**src/rtl/second_order_adpcm_block_decoder_macros.svh**
```systemverilog
// Assertion macros for the second-order ADPCM block decoder.
// Included by the top level; depends on nothing else.
`ifndef SECOND_ORDER_ADPCM_BLOCK_DECODER_MACROS_SVH
`define SECOND_ORDER_ADPCM_BLOCK_DECODER_MACROS_SVH
`ifndef SYNTH
// The condition must never hold at a clock edge outside reset.
`define ADPCM_ASSERT_NEVER(label, clk, rst, cond) \
   label: assert property (@(posedge clk) disable iff (rst) !(cond)) \
      else $error("adpcm assertion failed");
// The consequence must hold in the cycle after the antecedent.
`define ADPCM_ASSERT_NEXT(label, clk, rst, ante, cons) \
   label: assert property (@(posedge clk) disable iff (rst) (ante) |=> (cons)) \
      else $error("adpcm assertion failed");
// The consequence must hold in the same cycle as the antecedent.
`define ADPCM_ASSERT_SAME(label, clk, rst, ante, cons) \
   label: assert property (@(posedge clk) disable iff (rst) (ante) |-> (cons)) \
      else $error("adpcm assertion failed");
`else
`define ADPCM_ASSERT_NEVER(label, clk, rst, cond)
`define ADPCM_ASSERT_NEXT(label, clk, rst, ante, cons)
`define ADPCM_ASSERT_SAME(label, clk, rst, ante, cons)
`endif
`endif

```
**src/rtl/adpcm_pkg.sv**
```systemverilog
// Shared types and constants of the second-order ADPCM block decoder.
// Used by every module of the block; depends on nothing.
package adpcm_pkg;

   // Block layout: two scale bytes, then sixteen bytes of nibble pairs.
   localparam logic [4:0] BLOCK_BYTES = 5'd18;
   localparam logic [4:0] SCALE_HI_POS = 5'd0;
   localparam logic [4:0] SCALE_LO_POS = 5'd1;

   // Predictor coefficients in Q14 and the shift that removes the fraction.
   localparam logic [14:0] COEF_A = 15'h7298;
   localparam logic [13:0] COEF_B = 14'h3350;
   localparam int PRED_SHIFT = 14;

   // Saturation limits of a 16-bit sample.
   localparam logic signed [21:0] SAT_HI = 22'sd32767;
   localparam logic signed [21:0] SAT_LO = -22'sd32768;

   // Depth of the internal queues.
   localparam int QUEUE_DEPTH = 2;
   localparam int PTR_W = $clog2(QUEUE_DEPTH);
   localparam int COUNT_W = $clog2(QUEUE_DEPTH + 1);

   // One input byte.
   typedef struct packed {
      logic [7:0] data_byte;
      logic       channel;
   } req_type;

   // One decoded sample.
   typedef struct packed {
      logic signed [15:0] sample;
      logic               sample_channel;
      logic               last;
   } rsp_type;

   // A data byte handed from the front to the back, with its block scale.
   typedef struct packed {
      logic [7:0]  data_byte;
      logic        channel;
      logic [15:0] scale;
   } work_type;

   // Back-end sequencer states.
   typedef enum logic [1:0] {
      B_IDLE,
      B_MULT,
      B_SUM
   } back_state_type;

endpackage

```
**src/rtl/second_order_adpcm_block_decoder.sv**
```systemverilog
// Second-order ADPCM block decoder. Each channel receives 18-byte blocks, one
// byte per input transfer: two scale bytes that give no result, then sixteen
// data bytes that each give two samples, high nibble first. A scale byte or a
// byte for a channel at or above CHANNELS is absorbed by the front end. A data
// byte is decoded in the back end one nibble at a time: each nibble passes a
// multiply state and an accumulate state, and the second nibble depends on the
// first through the predictor history. A two-entry queue between front and
// back, and a two-entry result queue, let input and output stall on their own.
// Depends on adpcm_pkg, adpcm_queue, adpcm_front, adpcm_back and the macro header.
`include "second_order_adpcm_block_decoder_macros.svh"

module second_order_adpcm_block_decoder #(
   parameter int CHANNELS = 2
) (
   input  logic               clock,
   input  logic               reset,
   input  logic               req_push,
   output logic               req_full,
   input  adpcm_pkg::req_type req_payload,
   output logic               rsp_empty,
   input  logic               rsp_pop,
   output adpcm_pkg::rsp_type rsp_payload
);

   adpcm_pkg::work_type work_wr, work_rd;
   adpcm_pkg::rsp_type  out_wr;
   logic work_push, work_full, work_pop, work_empty;
   logic out_push, out_full;

   // Front end: block position and scale tracking.
   adpcm_front #(
      .CHANNELS(CHANNELS)
   ) u_front (
      .clock(clock),
      .reset(reset),
      .req_push(req_push),
      .req_full(req_full),
      .req_payload(req_payload),
      .work_push(work_push),
      .work_full(work_full),
      .work_data(work_wr)
   );

   // Queue of data bytes waiting for the predictor.
   adpcm_queue #(
      .WIDTH($bits(adpcm_pkg::work_type))
   ) u_work_queue (
      .clock(clock),
      .reset(reset),
      .push(work_push),
      .full(work_full),
      .wr_data(work_wr),
      .pop(work_pop),
      .empty(work_empty),
      .rd_data(work_rd)
   );

   // Back end: predictor datapath.
   adpcm_back #(
      .CHANNELS(CHANNELS)
   ) u_back (
      .clock(clock),
      .reset(reset),
      .work_empty(work_empty),
      .work_pop(work_pop),
      .work_data(work_rd),
      .out_push(out_push),
      .out_full(out_full),
      .out_data(out_wr)
   );

   // Result queue toward the consumer.
   adpcm_queue #(
      .WIDTH($bits(adpcm_pkg::rsp_type))
   ) u_rsp_queue (
      .clock(clock),
      .reset(reset),
      .push(out_push),
      .full(out_full),
      .wr_data(out_wr),
      .pop(rsp_pop),
      .empty(rsp_empty),
      .rd_data(rsp_payload)
   );

   // Checks on the internal queues and reset behavior.
   `ADPCM_ASSERT_NEVER(a_work_no_overflow, clock, reset, work_push && work_full)
   `ADPCM_ASSERT_NEVER(a_rsp_no_overflow, clock, reset, out_push && out_full)
   `ADPCM_ASSERT_SAME(a_pop_has_item, clock, reset, work_pop, !work_empty)
   `ADPCM_ASSERT_NEXT(a_reset_empty, clock, 1'b0, reset, rsp_empty && !req_full)

endmodule

```
**src/rtl/adpcm_queue.sv**
```systemverilog
// Small first-in first-out queue of WIDTH-bit entries.
// Depends on adpcm_pkg for its depth.
module adpcm_queue #(
   parameter int WIDTH = 8
) (
   input  logic             clock,
   input  logic             reset,
   input  logic             push,
   output logic             full,
   input  logic [WIDTH-1:0] wr_data,
   input  logic             pop,
   output logic             empty,
   output logic [WIDTH-1:0] rd_data
);

   logic [WIDTH-1:0] mem_ff [adpcm_pkg::QUEUE_DEPTH];
   logic [adpcm_pkg::PTR_W-1:0] wr_ptr_ff, wr_ptr_in;
   logic [adpcm_pkg::PTR_W-1:0] rd_ptr_ff, rd_ptr_in;
   logic [adpcm_pkg::COUNT_W-1:0] count_ff, count_in;
   logic do_push, do_pop;

   // Status and qualified transfers.
   assign full = (count_ff == adpcm_pkg::COUNT_W'(adpcm_pkg::QUEUE_DEPTH));
   assign empty = (count_ff == '0);
   assign do_push = push && !full;
   assign do_pop = pop && !empty;
   assign rd_data = mem_ff[rd_ptr_ff];

   // Pointer and count updates.
   always_comb begin
      wr_ptr_in = wr_ptr_ff;
      rd_ptr_in = rd_ptr_ff;
      count_in = count_ff;
      if (do_push) begin
         if (wr_ptr_ff == adpcm_pkg::PTR_W'(adpcm_pkg::QUEUE_DEPTH - 1)) begin
            wr_ptr_in = '0;
         end else begin
            wr_ptr_in = wr_ptr_ff + 1'b1;
         end
      end
      if (do_pop) begin
         if (rd_ptr_ff == adpcm_pkg::PTR_W'(adpcm_pkg::QUEUE_DEPTH - 1)) begin
            rd_ptr_in = '0;
         end else begin
            rd_ptr_in = rd_ptr_ff + 1'b1;
         end
      end
      if (do_push && !do_pop) begin
         count_in = count_ff + 1'b1;
      end else if (do_pop && !do_push) begin
         count_in = count_ff - 1'b1;
      end
   end

   always_ff @(posedge clock) begin
      if (reset) begin
         wr_ptr_ff <= '0;
         rd_ptr_ff <= '0;
         count_ff <= '0;
      end else begin
         wr_ptr_ff <= wr_ptr_in;
         rd_ptr_ff <= rd_ptr_in;
         count_ff <= count_in;
      end
   end

   // Entry storage needs no reset.
   always_ff @(posedge clock) begin
      if (do_push) begin
         mem_ff[wr_ptr_ff] <= wr_data;
      end
   end

endmodule

```
**src/rtl/adpcm_front.sv**
```systemverilog
// Front end: tracks each channel's block position, collects the scale bytes
// and forwards data bytes with their scale. Depends on adpcm_pkg.
module adpcm_front #(
   parameter int CHANNELS = 2
) (
   input  logic                clock,
   input  logic                reset,
   input  logic                req_push,
   output logic                req_full,
   input  adpcm_pkg::req_type  req_payload,
   output logic                work_push,
   input  logic                work_full,
   output adpcm_pkg::work_type work_data
);

   logic [4:0]  pos_ff   [CHANNELS];
   logic [7:0]  hi_ff    [CHANNELS];
   logic [15:0] scale_ff [CHANNELS];
   logic [4:0]  pos_sel, pos_next;
   logic [7:0]  hi_sel;
   logic [15:0] scale_sel;
   logic        ch_ok, take;

   // A byte is taken only while the work queue has room.
   assign req_full = work_full;
   assign ch_ok = (int'(req_payload.channel) < CHANNELS);
   assign take = req_push && !work_full && ch_ok;

   // Select the addressed channel's state.
   always_comb begin
      pos_sel = '0;
      hi_sel = '0;
      scale_sel = '0;
      for (int i = 0; i < CHANNELS; i++) begin
         if (int'(req_payload.channel) == i) begin
            pos_sel = pos_ff[i];
            hi_sel = hi_ff[i];
            scale_sel = scale_ff[i];
         end
      end
   end

   // Position wraps at the end of a block.
   assign pos_next = (pos_sel == adpcm_pkg::BLOCK_BYTES - 5'd1) ? 5'd0 : pos_sel + 5'd1;

   // Data bytes go to the back end together with the current scale.
   assign work_push = take && (pos_sel != adpcm_pkg::SCALE_HI_POS)
                      && (pos_sel != adpcm_pkg::SCALE_LO_POS);
   assign work_data.data_byte = req_payload.data_byte;
   assign work_data.channel = req_payload.channel;
   assign work_data.scale = scale_sel;

   // Per-channel position and scale registers.
   always_ff @(posedge clock) begin
      if (reset) begin
         for (int i = 0; i < CHANNELS; i++) begin
            pos_ff[i] <= '0;
            hi_ff[i] <= '0;
            scale_ff[i] <= '0;
         end
      end else begin
         for (int i = 0; i < CHANNELS; i++) begin
            if (take && (int'(req_payload.channel) == i)) begin
               pos_ff[i] <= pos_next;
               if (pos_sel == adpcm_pkg::SCALE_HI_POS) begin
                  hi_ff[i] <= req_payload.data_byte;
               end
               if (pos_sel == adpcm_pkg::SCALE_LO_POS) begin
                  scale_ff[i] <= {hi_sel, req_payload.data_byte};
               end
            end
         end
      end
   end

endmodule

```
**src/rtl/adpcm_back.sv**
```systemverilog
// Back end: runs the second-order predictor on both nibbles of each data
// byte, with a multiply state and an accumulate state for each nibble.
// Depends on adpcm_pkg.
module adpcm_back #(
   parameter int CHANNELS = 2
) (
   input  logic                clock,
   input  logic                reset,
   input  logic                work_empty,
   output logic                work_pop,
   input  adpcm_pkg::work_type work_data,
   output logic                out_push,
   input  logic                out_full,
   output adpcm_pkg::rsp_type  out_data
);

   adpcm_pkg::back_state_type state_ff, state_in;
   adpcm_pkg::work_type item_ff;
   logic               nib_ff;
   logic signed [15:0] prev_ff  [CHANNELS];
   logic signed [15:0] older_ff [CHANNELS];
   logic signed [31:0] prod_a_ff, prod_a_in;
   logic signed [31:0] prod_b_ff, prod_b_in;
   logic signed [20:0] dscale_ff, dscale_in;
   logic signed [15:0] s1_sel, s2_sel;
   logic signed [3:0]  delta;
   logic signed [32:0] diff;
   logic signed [18:0] pred;
   logic signed [21:0] total;
   logic signed [15:0] sat;
   logic               load, mult_en;

   // Next state.
   always_comb begin
      state_in = state_ff;
      case (state_ff)
         adpcm_pkg::B_IDLE: begin
            if (!work_empty) begin
               state_in = adpcm_pkg::B_MULT;
            end
         end
         adpcm_pkg::B_MULT: begin
            state_in = adpcm_pkg::B_SUM;
         end
         adpcm_pkg::B_SUM: begin
            if (!out_full) begin
               if (!nib_ff || !work_empty) begin
                  state_in = adpcm_pkg::B_MULT;
               end else begin
                  state_in = adpcm_pkg::B_IDLE;
               end
            end
         end
         default: begin
            state_in = adpcm_pkg::B_IDLE;
         end
      endcase
   end

   // Sequencer outputs.
   always_comb begin
      load = 1'b0;
      mult_en = 1'b0;
      out_push = 1'b0;
      case (state_ff)
         adpcm_pkg::B_IDLE: begin
            load = !work_empty;
         end
         adpcm_pkg::B_MULT: begin
            mult_en = 1'b1;
         end
         adpcm_pkg::B_SUM: begin
            out_push = !out_full;
            load = !out_full && nib_ff && !work_empty;
         end
         default: begin
            load = 1'b0;
         end
      endcase
   end

   assign work_pop = load;

   // History of the channel being decoded.
   always_comb begin
      s1_sel = '0;
      s2_sel = '0;
      for (int i = 0; i < CHANNELS; i++) begin
         if (int'(item_ff.channel) == i) begin
            s1_sel = prev_ff[i];
            s2_sel = older_ff[i];
         end
      end
   end

   // Multiply cycle: the high nibble first, then the low one.
   assign delta = nib_ff ? signed'(item_ff.data_byte[3:0]) : signed'(item_ff.data_byte[7:4]);
   assign prod_a_in = s1_sel * signed'({1'b0, adpcm_pkg::COEF_A});
   assign prod_b_in = s2_sel * signed'({1'b0, adpcm_pkg::COEF_B});
   assign dscale_in = delta * signed'({1'b0, item_ff.scale});

   // Accumulate cycle: floored shift of the prediction, add, saturate.
   assign diff = prod_a_ff - prod_b_ff;
   assign pred = signed'(diff[32:adpcm_pkg::PRED_SHIFT]);
   assign total = pred + dscale_ff;
   always_comb begin
      if (total > adpcm_pkg::SAT_HI) begin
         sat = 16'sh7FFF;
      end else if (total < adpcm_pkg::SAT_LO) begin
         sat = -16'sh8000;
      end else begin
         sat = total[15:0];
      end
   end

   assign out_data.sample = sat;
   assign out_data.sample_channel = item_ff.channel;
   assign out_data.last = nib_ff;

   // Control and history registers.
   always_ff @(posedge clock) begin
      if (reset) begin
         state_ff <= adpcm_pkg::B_IDLE;
         nib_ff <= 1'b0;
         for (int i = 0; i < CHANNELS; i++) begin
            prev_ff[i] <= '0;
            older_ff[i] <= '0;
         end
      end else begin
         state_ff <= state_in;
         if (load) begin
            nib_ff <= 1'b0;
         end else if (out_push) begin
            nib_ff <= 1'b1;
         end
         for (int i = 0; i < CHANNELS; i++) begin
            if (out_push && (int'(item_ff.channel) == i)) begin
               older_ff[i] <= prev_ff[i];
               prev_ff[i] <= sat;
            end
         end
      end
   end

   // Datapath registers.
   always_ff @(posedge clock) begin
      if (load) begin
         item_ff <= work_data;
      end
      if (mult_en) begin
         prod_a_ff <= prod_a_in;
         prod_b_ff <= prod_b_in;
         dscale_ff <= dscale_in;
      end
   end

endmodule
```
**config.mk**
```make
export PLATFORM = sky130hd
export DESIGN_NAME = second_order_adpcm_block_decoder
export DESIGN_NICKNAME = d
export VERILOG_FILES = /design/src/rtl/adpcm_pkg.sv /design/src/rtl/second_order_adpcm_block_decoder.sv /design/src/rtl/adpcm_queue.sv /design/src/rtl/adpcm_front.sv /design/src/rtl/adpcm_back.sv
export VERILOG_INCLUDE_DIRS = /design/src /design/src/rtl
export SDC_FILE = /design/constraint.sdc
export NUM_CORES = 1
export LEC_CHECK = 0
export ABC_AREA = 1
export BUFFER_PORTS_ARGS = -buffer_cell sky130_fd_sc_hd__clkbuf_2
export CORE_ASPECT_RATIO = 0.7
export CORE_MARGIN = 2
export CORE_UTILIZATION = 59
export DETAILED_ROUTE_END_ITERATION = 12
export PLACE_DENSITY = 0.85
export REMOVE_ABC_BUFFERS = 1
export SLEW_MARGIN = 5
export SYNTH_ARGS = -nofsm -noshare
export SYNTH_HDL_FRONTEND = slang
export SYNTH_SLANG_ARGS = --single-unit
```
**constraint.sdc**
```tcl
create_clock -name clock -period 4.9 [get_ports clock]
set_input_delay 0.735 -clock clock [delete_from_list [all_inputs] [get_ports clock]]
set_output_delay 0.735 -clock clock [all_outputs]
set_load 0.01 [all_outputs]
```
==> results.ini <==
[timing]
max_freq_mhz=184
slew_headroom_pct=18.3
finalSetupViolCount=30
fin_setup_tns_ns=-7.66
slew_viol_final=0
hold_violations=0
fin_crit_ns=5.43
period_share_pct=111
finalClockSkew_ns=0.0466
tightest_slew_ns=1.21
holdWs_ns=0.359
rsz0062_at_grt=true
setup_ws_ns=-0.531

[clock_network]
cts_hold_buf=0
clkTransAtPathRegs_ns=0.08
cts_buffers=31
insertion_delay_ns=0.63
cts-root-buf=clkbuf_16
htree_levels=1
cts_tree=built
cts_sinks=321
cts_buffer_depth=3

[placed_design]
port_buffers=32
finalWeightedCongestion=0.964
dp.final_hpwl_mm=50.9
dp.cells=3385

[final_layout]
area_growth_pct=21.8
layout_common_cells=nand2_1 (517), inv_1 (445), edfxtp_1 (309)
num-fill-cells=2476
layout-drive-gt1-share_pct=24.2
layout_commonest_cell=nand2_1
diodes=0
fin_nets=3361
final_cell_count_no_fill=3478

[die]
num_io_pins=33
rows=62
die_x_um=249
initial_core_util_pct=60.1
fp.coreArea_mm2=0.0412
die-area_mm2=0.0436
die_h_um=175

[critical_path]
crit_slowest_cell=fa_1
slowest_delay_ns=0.56
arrival_ns=5.87
end_kind=flop
cpMostUsedCell=fa_1
cp_max_fo=6
cp_data_required_time_ns=5.34
crit_chain=buf_12 > buf_6 > o21ai_2 > inv_2 > ha_1 > ha_1 > inv_1 > fa_1 > fa_1 > inv_1 > fa_1 > ha_4 > nand2_1 > nor2_2 > and3_4 > nand4_1 > nand3_2 > nand3_2 > nand2_2 > nand3_1 > nand2_1 > xor2_1
cp-start-kind=flop
critPathKind=reg -> reg

[yosys]
synth_ff_type=edfxtp_1
yosysWarningCount=0
syn-cell-area_mm2=0.0247
synthArstFlopShare_pct=0
netlist-cell-type-count=56
netlist_instances=2599
synth_seq_cells=321
synth_edf_count=309
postSynthAreaPerCell_um2=9.52
yosysSeqAreaShare_pct=38.5

[route]
via_per_inst=6.06
drc_errors=0
drt_iter0_drc=2945
drtAntennaViolNets=0
drt-total-wl_mm=79.5
wl_per_cell_um=22.8
dr.pass1.iters=8
vias=21091

[run]
drv_cap=0

[global_route]
grt_overflow_total=0
antenna_found_initial=1
grtUsageTotal_pct=31.7
grt_pass1_wl_mm=108
first_global_vias=20024
grt_max_degree=56

[hold_path]
hp-class=in -> reg

[outcome]
status=finished, violations left
violations=setup timing

[final timing paths]
path | startpoint | endpoint | slack (ns) | cells past startpoint
setup / recovery | u_back.out_data[1] | u_back.prod_a_ff[29] | -0.53 | 22
hold / removal | req_payload[6] | u_work_queue.mem_ff[0][22] | 0.36 | 1
setup reg to reg | u_back.out_data[1] | u_back.prod_a_ff[29] | -0.53 | 22
hold reg to reg | u_rsp_queue.rd_ptr_ff | flop | 0.49 | 2
[worst max-delay path, delay by kind of cell, from the launching register on]
family / cells / cell delay, ns
buf+inv: 5 / 0.64
fa+ha+maj: 6 / 2.45
xor+xnor: 1 / 0.19
flops: 1 / 0.50
simple gates: 9 / 1.05
compound gates: 1 / 0.40
[cell type report]
class / instances / area [um^2] / share of cell area [%]
clock buffer: 35 / 791 / 2.62
clock inverter: 23 / 216 / 0.718
inverter: 495 / 1870 / 6.20
multi-input combinational: 1746 / 14600 / 48.5
sequential: 321 / 9520 / 31.6
tap: 544 / 681 / 2.26
timing repair buffer: 314 / 2450 / 8.13
[timing repair]
item / 4_1_cts / 5_1_grt
buffers inserted: 6 / 29
resized for setup: 127 / 212
setup endpoints to repair: 38 / 94
pin swaps: 36 / 123
gates cloned: 0 / 4
[cells by family after synthesis]
group	count (synthesis)	synth area share [%]
simple gates	864	14.4
buf+inv	532	8.28
fa+ha+maj	440	26.7
flops	321	38.5
compound gates	310	7.22
xor+xnor	114	4.10
mux	18	0.819
[per-stage QoR]
step	area, um^2	utilization, %	worst slack, ns
after floorplan	24500	-	-1.02
after global placement	27300	66.3	-0.357
after detailed placement	27300	66.3	-0.507
after CTS	29000	70.4	-0.203
after global routing	30100	73.2	-0.579
final	30100	73.2	-0.531
[cells in the mapped netlist, types with 5 or more instances]
cell type / number / area share (%)
nand2_1: 548 / 8.3
inv_1: 482 / 7.3
edfxtp_1: 309 / 38
ha_1: 291 / 15
nor2_1: 175 / 2.7
fa_1: 148 / 12
a21oi_1: 135 / 2.7
o21ai_0: 95 / 1.9
xor2_1: 77 / 2.7
nand3_1: 45 / 0.91
xnor2_1: 35 / 1.2
clkbuf_1: 26 / 0.39
or2_2: 23 / 0.58
nand4_1: 19 / 0.48
mux2_2: 18 / 0.82
a21oi_2: 15 / 0.53
nand2_2: 13 / 0.33
nor3_1: 13 / 0.26
dfxtp_1: 12 / 0.97
inv_2: 12 / 0.18
o21ai_1: 10 / 0.20
a21o_1: 8 / 0.24
a31oi_1: 7 / 0.18
o21bai_1: 6 / 0.18
buf_2: 5 / 0.10
nor4_1: 5 / 0.13
[state kept, by name, summed over array words and instances, names as in the netlist, 16 cells and up, named ones only]
register,cells
u_front.hi_ff,16
u_back.prev_ff,32
u_rsp_queue.mem_ff,36
u_back.item_ff,24
u_back.dscale_ff,21
u_back.prod_b_ff,27
u_front.scale_ff,32
u_back.older_ff,32
u_work_queue.mem_ff,50
u_back.prod_a_ff,28
[metal layers]
layer  up-vias  GRT usage [%]  part of all wire (%)
li1       9036              -                     -
met1     10034           44.0                    38
met2      1610           49.8                    44
met3       407           7.28                    12
met4         4           10.6                   5.7
met5         -              0                 0.039
Power is left out: the tool's default activity adds up to more than one toggle a clock period on the data nets, which glitch-free logic cannot reach.
